<file path="config.mk">
export PLATFORM = sky130hd
export DESIGN_NAME = stable_priority_ready_queue_top
export DESIGN_NICKNAME = d
export VERILOG_FILES = /design/src/rtl/spq_pkg.sv /design/src/rtl/spq_cell.sv /design/src/rtl/stable_priority_ready_queue_top.sv
export SDC_FILE = /design/constraint.sdc
export NUM_CORES = 2
export LEC_CHECK = 0
export BUFFER_PORTS_ARGS = -buffer_cell sky130_fd_sc_hd__clkbuf_2
export CORE_ASPECT_RATIO = 0.7
export CORE_MARGIN = 2
export CORE_UTILIZATION = 41
export DETAILED_ROUTE_END_ITERATION = 10
export GPL_ROUTABILITY_DRIVEN = 0
export PLACE_DENSITY = 0.55
export SLEW_MARGIN = 30
export SYNTH_ARGS = -nofsm -noshare
export SYNTH_HDL_FRONTEND = slang
export SYNTH_SLANG_ARGS = --single-unit
</file>
<file path="constraint.sdc">
create_clock -name i_clk -period 10 [get_ports i_clk]
set_clock_uncertainty 0.2 [all_clocks]
set_input_delay 1 -clock i_clk [delete_from_list [all_inputs] [get_ports i_clk]]
set_output_delay 1 -clock i_clk [all_outputs]
set_load 0.01 [all_outputs]
</file>
<file path="src/rtl/spq_pkg.sv">
// ============================================================================
// spq_pkg: shared types and constants of the stable priority ready queue
// Opcodes, status codes, cell actions and commands, fixed field widths and defaults.
// ============================================================================
package spq_pkg;

    // Fixed field widths of the command and result ports
    localparam int TAG_W       = 5;
    localparam int PRIO_PORT_W = 8;
    localparam int OPCODE_W    = 2;
    localparam int STATUS_W    = 2;

    // Defaults of the top-level parameters
    localparam int DEF_QUEUE_DEPTH   = 32;
    localparam int DEF_PRIORITY_BITS = 8;

    typedef enum logic [OPCODE_W-1:0] {
        OP_INSERT = 2'd0,
        OP_POP    = 2'd1,
        OP_REMOVE = 2'd2,
        OP_REPRIO = 2'd3
    } t_opcode;

    typedef enum logic [STATUS_W-1:0] {
        ST_OK        = 2'd0,
        ST_FULL      = 2'd1,
        ST_NOT_FOUND = 2'd2,
        ST_EMPTY     = 2'd3
    } t_status;

    // Action that every cell of the chain takes on the broadcast command
    typedef enum logic [1:0] {
        ACT_HOLD   = 2'd0,
        ACT_INSERT = 2'd1,
        ACT_REMOVE = 2'd2
    } t_act;

    // Command broadcast to all cells (priority travels beside it)
    typedef struct packed {
        t_act             act;
        logic [TAG_W-1:0] tag;
    } t_cell_cmd;

endpackage

</file>
<file path="src/rtl/spq_cell.sv">
// ============================================================================
// spq_cell: one slot of the sorted queue chain
// Holds a tag and a priority; on insert it keeps, loads the new entry or takes
// its upper neighbor; on remove it takes its lower neighbor from the first
// matching slot on.
// ============================================================================
module spq_cell
    import spq_pkg::*;
#(
    parameter int PRIORITY_BITS = DEF_PRIORITY_BITS
) (
    input  logic                     i_clk,
    input  t_cell_cmd                i_cmd,
    input  logic [PRIORITY_BITS-1:0] i_cmd_prio,
    input  logic                     i_valid,
    input  logic                     i_keep,
    input  logic                     i_keep_prev,
    input  logic                     i_seen_in,
    input  logic [TAG_W-1:0]         i_prev_tag,
    input  logic [PRIORITY_BITS-1:0] i_prev_prio,
    input  logic [TAG_W-1:0]         i_next_tag,
    input  logic [PRIORITY_BITS-1:0] i_next_prio,
    output logic [TAG_W-1:0]         o_tag,
    output logic [PRIORITY_BITS-1:0] o_prio,
    output logic                     o_seen,
    output logic                     o_first
);

    logic [TAG_W-1:0]         r_tag;
    logic [PRIORITY_BITS-1:0] r_prio;
    logic [TAG_W-1:0]         n_tag;
    logic [PRIORITY_BITS-1:0] n_prio;
    logic                     hit;

    // Match this slot against the tag being searched
    assign hit     = i_valid && (r_tag == i_cmd.tag);
    assign o_seen  = i_seen_in || hit;
    assign o_first = hit && !i_seen_in;

    // Select the slot content for the next cycle
    always_comb begin
        n_tag  = r_tag;
        n_prio = r_prio;
        unique case (i_cmd.act)
            ACT_INSERT: begin
                if (!i_keep) begin
                    if (i_keep_prev) begin
                        n_tag  = i_cmd.tag;
                        n_prio = i_cmd_prio;
                    end else begin
                        n_tag  = i_prev_tag;
                        n_prio = i_prev_prio;
                    end
                end
            end
            ACT_REMOVE: begin
                if (o_seen) begin
                    n_tag  = i_next_tag;
                    n_prio = i_next_prio;
                end
            end
            default: begin
            end
        endcase
    end

    // Slot payload needs no reset: slots beyond the fill level are never read
    always_ff @(posedge i_clk) begin
        r_tag  <= n_tag;
        r_prio <= n_prio;
    end

    assign o_tag  = r_tag;
    assign o_prio = r_prio;

endmodule

</file>
<file path="src/rtl/stable_priority_ready_queue_top.sv">
// ============================================================================
// stable_priority_ready_queue_top: sorted ready queue of thread tags
// A chain of slot cells kept in descending priority order, FIFO within a
// priority, with insert, pop, remove and reprioritize commands.
// ============================================================================
// Usage:
//   Drive the command fields and raise start; the transaction is taken at a
//   clock edge where start is high and busy is low. The fields are captured
//   then, so they may change afterwards.
//   Each command yields one result, shown for one cycle with o_done high.
//   The receiver cannot hold results off; it must take them in that cycle.
// Sequencing:
//   Insert, pop and remove pass from S_IDLE through S_FIND; o_done is
//   registered from S_FIND, and a new command may be accepted in the
//   o_done cycle. Reprioritize that moves the tag adds S_PLACE (remove,
//   then insert); unchanged priority or absent tag ends in S_FIND.
//   The state machine sets the command rate; the slot chain performs one shift per cycle.
// Reset:
//   Synchronous, active low. Empties the queue and drops any command in
//   flight; slot contents are left as they are and are never read.
// ============================================================================
module stable_priority_ready_queue_top
    import spq_pkg::*;
#(
    parameter int QUEUE_DEPTH   = DEF_QUEUE_DEPTH,
    parameter int PRIORITY_BITS = DEF_PRIORITY_BITS,
    localparam int CNT_W        = $clog2(QUEUE_DEPTH + 1)
) (
    input  logic                   i_clk,
    input  logic                   i_rst_n,
    input  logic                   start,
    output logic                   busy,
    input  logic [OPCODE_W-1:0]    i_opcode,
    input  logic [TAG_W-1:0]       i_thread_tag,
    input  logic [PRIO_PORT_W-1:0] i_priority_req,
    input  logic                   i_running_valid,
    input  logic [PRIO_PORT_W-1:0] i_running_priority,
    output logic                   o_done,
    output logic [STATUS_W-1:0]    o_status,
    output logic [TAG_W-1:0]       o_popped_tag,
    output logic                   o_head_valid,
    output logic [PRIO_PORT_W-1:0] o_head_priority,
    output logic [CNT_W-1:0]       o_entry_count,
    output logic                   o_should_preempt
);

    typedef enum logic [2:0] {
        S_IDLE  = 3'b001,
        S_FIND  = 3'b010,
        S_PLACE = 3'b100
    } t_state;

    t_state                   r_state, n_state;
    logic [CNT_W-1:0]         r_count, n_count;
    logic                     r_done, n_done;
    t_status                  r_status, n_status;
    logic [TAG_W-1:0]         r_popped, n_popped;

    t_opcode                  r_op;
    logic [TAG_W-1:0]         r_tag;
    logic [PRIORITY_BITS-1:0] r_prio;
    logic                     r_run_valid;
    logic [PRIORITY_BITS-1:0] r_run_prio;

    t_cell_cmd                cmd;
    logic                     seen_seed;
    logic                     found;
    logic                     full;
    logic                     empty;
    logic [PRIORITY_BITS-1:0] old_prio;
    logic [PRIORITY_BITS-1:0] head_prio;

    logic [TAG_W-1:0]         cell_tag   [QUEUE_DEPTH];
    logic [PRIORITY_BITS-1:0] cell_prio  [QUEUE_DEPTH];
    logic                     cell_valid [QUEUE_DEPTH];
    logic                     cell_keep  [QUEUE_DEPTH];
    logic                     cell_first [QUEUE_DEPTH];
    logic                     seen_chain [QUEUE_DEPTH+1];

    assign full  = (r_count == CNT_W'(QUEUE_DEPTH));
    assign empty = (r_count == '0);
    assign found = seen_chain[QUEUE_DEPTH];
    assign seen_chain[0] = seen_seed;

    // Build the slot chain
    for (genvar i = 0; i < QUEUE_DEPTH; i++) begin : g_cell
        logic [TAG_W-1:0]         prev_tag, next_tag;
        logic [PRIORITY_BITS-1:0] prev_prio, next_prio;
        logic                     keep_prev;

        assign cell_valid[i] = (CNT_W'(i) < r_count);
        assign cell_keep[i]  = cell_valid[i] && (cell_prio[i] >= r_prio);

        if (i == 0) begin : g_head
            assign prev_tag  = '0;
            assign prev_prio = '0;
            assign keep_prev = 1'b1;
        end else begin : g_inner
            assign prev_tag  = cell_tag[i-1];
            assign prev_prio = cell_prio[i-1];
            assign keep_prev = cell_keep[i-1];
        end

        if (i == QUEUE_DEPTH - 1) begin : g_tail
            assign next_tag  = '0;
            assign next_prio = '0;
        end else begin : g_body
            assign next_tag  = cell_tag[i+1];
            assign next_prio = cell_prio[i+1];
        end

        spq_cell #(
            .PRIORITY_BITS(PRIORITY_BITS)
        ) u_cell (
            .i_clk      (i_clk),
            .i_cmd      (cmd),
            .i_cmd_prio (r_prio),
            .i_valid    (cell_valid[i]),
            .i_keep     (cell_keep[i]),
            .i_keep_prev(keep_prev),
            .i_seen_in  (seen_chain[i]),
            .i_prev_tag (prev_tag),
            .i_prev_prio(prev_prio),
            .i_next_tag (next_tag),
            .i_next_prio(next_prio),
            .o_tag      (cell_tag[i]),
            .o_prio     (cell_prio[i]),
            .o_seen     (seen_chain[i+1]),
            .o_first    (cell_first[i])
        );
    end

    // Pick the priority of the first matching slot
    always_comb begin
        old_prio = '0;
        for (int i = 0; i < QUEUE_DEPTH; i++) begin
            old_prio = old_prio | (cell_first[i] ? cell_prio[i] : '0);
        end
    end

    // Sequence the command through the chain
    always_comb begin
        n_state   = r_state;
        n_count   = r_count;
        n_done    = 1'b0;
        n_status  = r_status;
        n_popped  = r_popped;
        cmd.act   = ACT_HOLD;
        cmd.tag   = r_tag;
        seen_seed = 1'b0;
        unique case (r_state)
            S_IDLE: begin
                if (start) begin
                    n_state = S_FIND;
                end
            end
            S_FIND: begin
                n_state  = S_IDLE;
                n_done   = 1'b1;
                n_status = ST_OK;
                n_popped = '0;
                unique case (r_op)
                    OP_INSERT: begin
                        if (full) begin
                            n_status = ST_FULL;
                        end else begin
                            cmd.act = ACT_INSERT;
                            n_count = r_count + 1'b1;
                        end
                    end
                    OP_POP: begin
                        seen_seed = 1'b1;
                        if (empty) begin
                            n_status = ST_EMPTY;
                        end else begin
                            cmd.act  = ACT_REMOVE;
                            n_count  = r_count - 1'b1;
                            n_popped = cell_tag[0];
                        end
                    end
                    OP_REMOVE: begin
                        if (!found) begin
                            n_status = ST_NOT_FOUND;
                        end else begin
                            cmd.act = ACT_REMOVE;
                            n_count = r_count - 1'b1;
                        end
                    end
                    OP_REPRIO: begin
                        if (!found) begin
                            n_status = ST_NOT_FOUND;
                        end else if (old_prio != r_prio) begin
                            // Take the tag out now, place it next cycle
                            cmd.act = ACT_REMOVE;
                            n_count = r_count - 1'b1;
                            n_state = S_PLACE;
                            n_done  = 1'b0;
                        end
                    end
                    default: begin
                    end
                endcase
            end
            S_PLACE: begin
                cmd.act = ACT_INSERT;
                n_count = r_count + 1'b1;
                n_state = S_IDLE;
                n_done  = 1'b1;
            end
            default: begin
                n_state = S_IDLE;
            end
        endcase
    end

    // Control registers
    always_ff @(posedge i_clk) begin
        if (!i_rst_n) begin
            r_state <= S_IDLE;
            r_count <= '0;
            r_done  <= 1'b0;
        end else begin
            r_state <= n_state;
            r_count <= n_count;
            r_done  <= n_done;
        end
    end

    // Capture the transaction and hold the result fields
    always_ff @(posedge i_clk) begin
        if (start && r_state == S_IDLE) begin
            r_op        <= t_opcode'(i_opcode);
            r_tag       <= i_thread_tag;
            r_prio      <= PRIORITY_BITS'(i_priority_req);
            r_run_valid <= i_running_valid;
            r_run_prio  <= PRIORITY_BITS'(i_running_priority);
        end
        r_status <= n_status;
        r_popped <= n_popped;
    end

    // Report the head, read from the slot chain as it stands after the command
    assign head_prio        = empty ? '0 : cell_prio[0];
    assign busy             = (r_state != S_IDLE);
    assign o_done           = r_done;
    assign o_status         = r_status;
    assign o_popped_tag     = r_popped;
    assign o_head_valid     = !empty;
    assign o_head_priority  = PRIO_PORT_W'(head_prio);
    assign o_entry_count    = r_count;
    assign o_should_preempt = !empty && r_run_valid && (r_run_prio < head_prio);

    // A result follows only a command in flight
    a_done_after_busy: assert property (@(posedge i_clk) disable iff (!i_rst_n)
        o_done |-> $past(busy))
        else $error("result strobe without a command in flight");

    // A full report comes only from a full queue
    a_full_count: assert property (@(posedge i_clk) disable iff (!i_rst_n)
        (o_done && o_status == ST_FULL) |-> (o_entry_count == CNT_W'(QUEUE_DEPTH)))
        else $error("full status with room left");

    // An empty report leaves no head
    a_empty_head: assert property (@(posedge i_clk) disable iff (!i_rst_n)
        (o_done && o_status == ST_EMPTY) |-> (!o_head_valid && !o_should_preempt))
        else $error("empty status with a head present");

    // An accepted command raises busy
    a_accept_busy: assert property (@(posedge i_clk) disable iff (!i_rst_n)
        (start && !busy) |=> busy)
        else $error("accepted command did not raise busy");

endmodule
</file>
==> flow_summary_export.csv <==
group,metric,value,unit
setup_path,cp.required,10.12,ns
sta,tns,0,ns
sta,period_minus_slack,7.73,ns
setup_path,cp-start-kind,"register",
pwr,netSwitchingFraction,25.5,%
finish,nFillCells,7731,
synthesis,yosysSeqAreaShare,40.7,%
setup_path,arrival,7.85,ns
die,die_width,346,µm
finish,drive_gt1_share,8.30,%
detailed_routing,wl_per_cell,26.9,µm
synthesis,syn_nets,3727,
setup_path,crit_type,"reg2reg",
sta,period_share,77.3,%
detailed_routing,drt_first_pass_iters,6,
finish,final_area,36700,µm²
detailed_routing,routed_wl,121000,µm
run_status,outcome,"finished clean",
finish,fin_nets,3689,
synthesis,synth_cell_types,86,
detailed_routing,via_per_inst,6.19,
pwr,combinationalPowerShare,8.7,%
setup_path,crit_path_end_kind,"register",
finish,areaGrowthSynthToFinish,9.48,%
sta,maxSlewHeadroom,35.6,%
synthesis,syn_area_per_cell,9.77,µm²
grt,grt_overflow,0,
place,portBuffers,51,
clocking,clock_latency,0.63,ns
pwr,clkPwrFrac,42.6,%
die,io-pin-count,52,
pwr,leakage,0.0121,µW
place,postPlaceCellArea,35100,µm²
die,rows,87,
detailed_routing,route.detailed.drc,0,
sta,setup_viol,0,
detailed_routing,ant_nets,0,
synthesis,ys.flop_type,"edfxtp_1",
grt,grt.total_usage,27.9,%
sta,layout_setup_ws,2.27,ns
finish,diodes,0,
pwr,p_int,3240,µW
clocking,cts_tree,"yes",
die,start_util,41.5,%
clocking,cts_hold_buf,0,
pwr,p_switching,1110,µW
finish,fin_util,45.4,%
clocking,post_cts_buffers,0,
grt,antenna_found_initial,3,
sta,finalMaxSlewViolations,0,
synthesis,ys_ff_latch,457,
pwr,p_seq_share,48.7,%
synthesis,synth_warnings,0,
sta,rsz0062_at_grt,"false",
sta,tightest_slew,0.958,ns
grt,grt_max_degree,283,
pwr,total_power,4360,µW
place,dpl.hpwl,86100,µm
clocking,cts_buffer_depth,3,
clocking,cts_buffers,51,
synthesis,syn_area,33500,µm²
synthesis,async_reset_ff_share,0,%
clocking,cts.sinks,457,
grt,grt_pass1_vias,26383,
sta,max_freq,129,MHz
run,maxCapViolCount,0,
clocking,htree_levels,2,
pwr,power_density,119,nW/µm²
clocking,clk_pin_slew_worst_paths,0.06,ns
grt,grt_pass1_wl,178000,µm
die,dieArea,84100,µm²
place,dp_slack,2.48,ns
die,core,80800,µm²
detailed_routing,drtIter0Drc,3360,
die,die_h,243,µm
detailed_routing,vias,27874,
clocking,post_cts_resize_count,0,
synthesis,synthCells,3431,
synthesis,synth-edff-count,447,
min_path,hp-class,"in2reg",
sta,hold_violations,0,
clocking,cts_root_buffer,"clkbuf_16",
setup_path,cp_max_fo,130,
pwr,ir_worst_vdd,0.115,mV
[flip-flops by register name (all words and copies together) (netlist names), 3 cells and up]
register / count
o_popped_tag: 5
r_tag: 5
g_cell.u_cell.o_tag: 160
r_prio: 8
r_run_prio: 8
r_state: 3
g_cell.u_cell.o_prio: 256
o_entry_count: 6
[cells by family (layout without fill, tap and decap cells)]
logic type / after synthesis / in the layout / share of synthesized area, %
simple gates: 1005 / 1005 / 14.7
compound gates: 817 / 817 / 14.1
flops: 457 / 457 / 40.7
mux: 407 / 407 / 12.2
buf+inv: 306 / 309 / 3.85
fa+ha+maj: 269 / 269 / 10.0
xor+xnor: 170 / 170 / 4.44
[per-layer routing]
layer | part of all wire, % | GRT usage, %
met1 | 48 | 44.0
met2 | 40 | 38.2
met3 | 11 | 6.24
met4 | 2.0 | 6.18
met5 | 0.031 | 0
[through the flow]
step,instances,hold WS (ns)
after floorplan,3431,0.344
after global placement,4406,0.366
after detailed placement,4407,0.386
after CTS,4501,0.312
after global routing,4502,0.323
final,4502,0.345
[power by group through the flow]
stage | sequential, µW | combinational (µW) | clock, µW
detailed placement | 2160 | 368 | 0
floorplan | 2150 | 240 | 0
global placement | 2160 | 360 | 0
finish | 2120 | 379 | 1860
CTS | 2120 | 370 | 1880
global route | 2120 | 412 | 1950
[cell usage after synthesis (all sizes together) (16+ instances only)]
master  instances  share of area, %
o21ai         488               7.3
nand2         480               5.4
edfxtp        447                40
mux2i         401                12
ha            269                10
clkbuf        184               2.1
a21oi         139               2.1
nor2          109               1.3
nand2b        101               1.9
xor2           86               2.2
xnor2          84               2.2
nand3          69               1.0
nor2b          67               1.3
inv            65              0.73
buf            57               1.1
nor4           31              0.82
and3           30              0.56
nor3           30              0.49
a221oi         28              0.73
a211oi         22              0.51
and2           22              0.41
a22oi          16              0.36
nand4          16              0.32
[layout make-up]
type	count	area [µm²]	share of cell area [%]
tap	1068	1340	3.64
clock inverter	14	104	0.283
timing repair buffer	150	1100	3.00
inverter	65	244	0.665
sequential	457	13600	37.1
clock buffer	80	1450	3.94
multi-input combinational	2668	18800	51.3
[critical path, stage by stage (launching register included)]
cell and delay [ns]:
dfxtp_1 0.44, ha_1 0.48, a2111oi_1 0.93, nor3_1 0.14
nand4_1 0.31, nand4_1 0.40, nor4_2 0.88, nand3_1 0.38
nand4b_1 0.31, a2111oi_2 0.08, xnor2_1 0.33, nor4b_4 0.12
nand2_1 0.11, a41o_1 0.22, ha_4 0.30, buf_4 0.74
buf_6 0.70, o21ai_0 0.24
[worst paths after layout]
path	end	depth (start not counted)	slack, ns	from
max	g_cell[11].u_cell.o_prio[0]$_DFFE_PP_	17	2.27	o_entry_count[1]$_SDFFE_PN0P_
min reg2reg	g_cell[15].u_cell.o_prio[0]$_DFFE_PP_	2	0.41	g_cell[16].u_cell.o_prio[0]$_DFFE_PP_
min	r_tag[0]$_DFFE_PP_	1	0.34	i_thread_tag[0]
max reg2reg	g_cell[11].u_cell.o_prio[0]$_DFFE_PP_	17	2.27	o_entry_count[1]$_SDFFE_PN0P_
[cells in the final DEF (no fill, tap or decap), types with 7 or more instances in the layout]
cell,count
clkbuf_1,23
a21oi_1,137
nor2b_1,67
nor3_1,26
and4_1,7
and3_1,30
and2_1,20
a22oi_1,16
clkbuf_16,51
nand2_1,480
o211ai_1,9
xor2_1,86
o22ai_1,9
a221oi_1,24
a211oi_1,12
ha_1,267
dfxtp_1,10
a211oi_4,7
xnor2_1,84
clkbuf_2,51
inv_1,63
a22o_1,10
or3_1,7
nand3_1,69
a31oi_1,10
buf_4,90
mux2i_1,401
nor4_1,17
nor2_1,107
edfxtp_1,447
nor4_2,11
a21o_1,10
nand2b_1,101
nand4_1,15
o21ai_0,487
(Power assumes the default switching activity.)
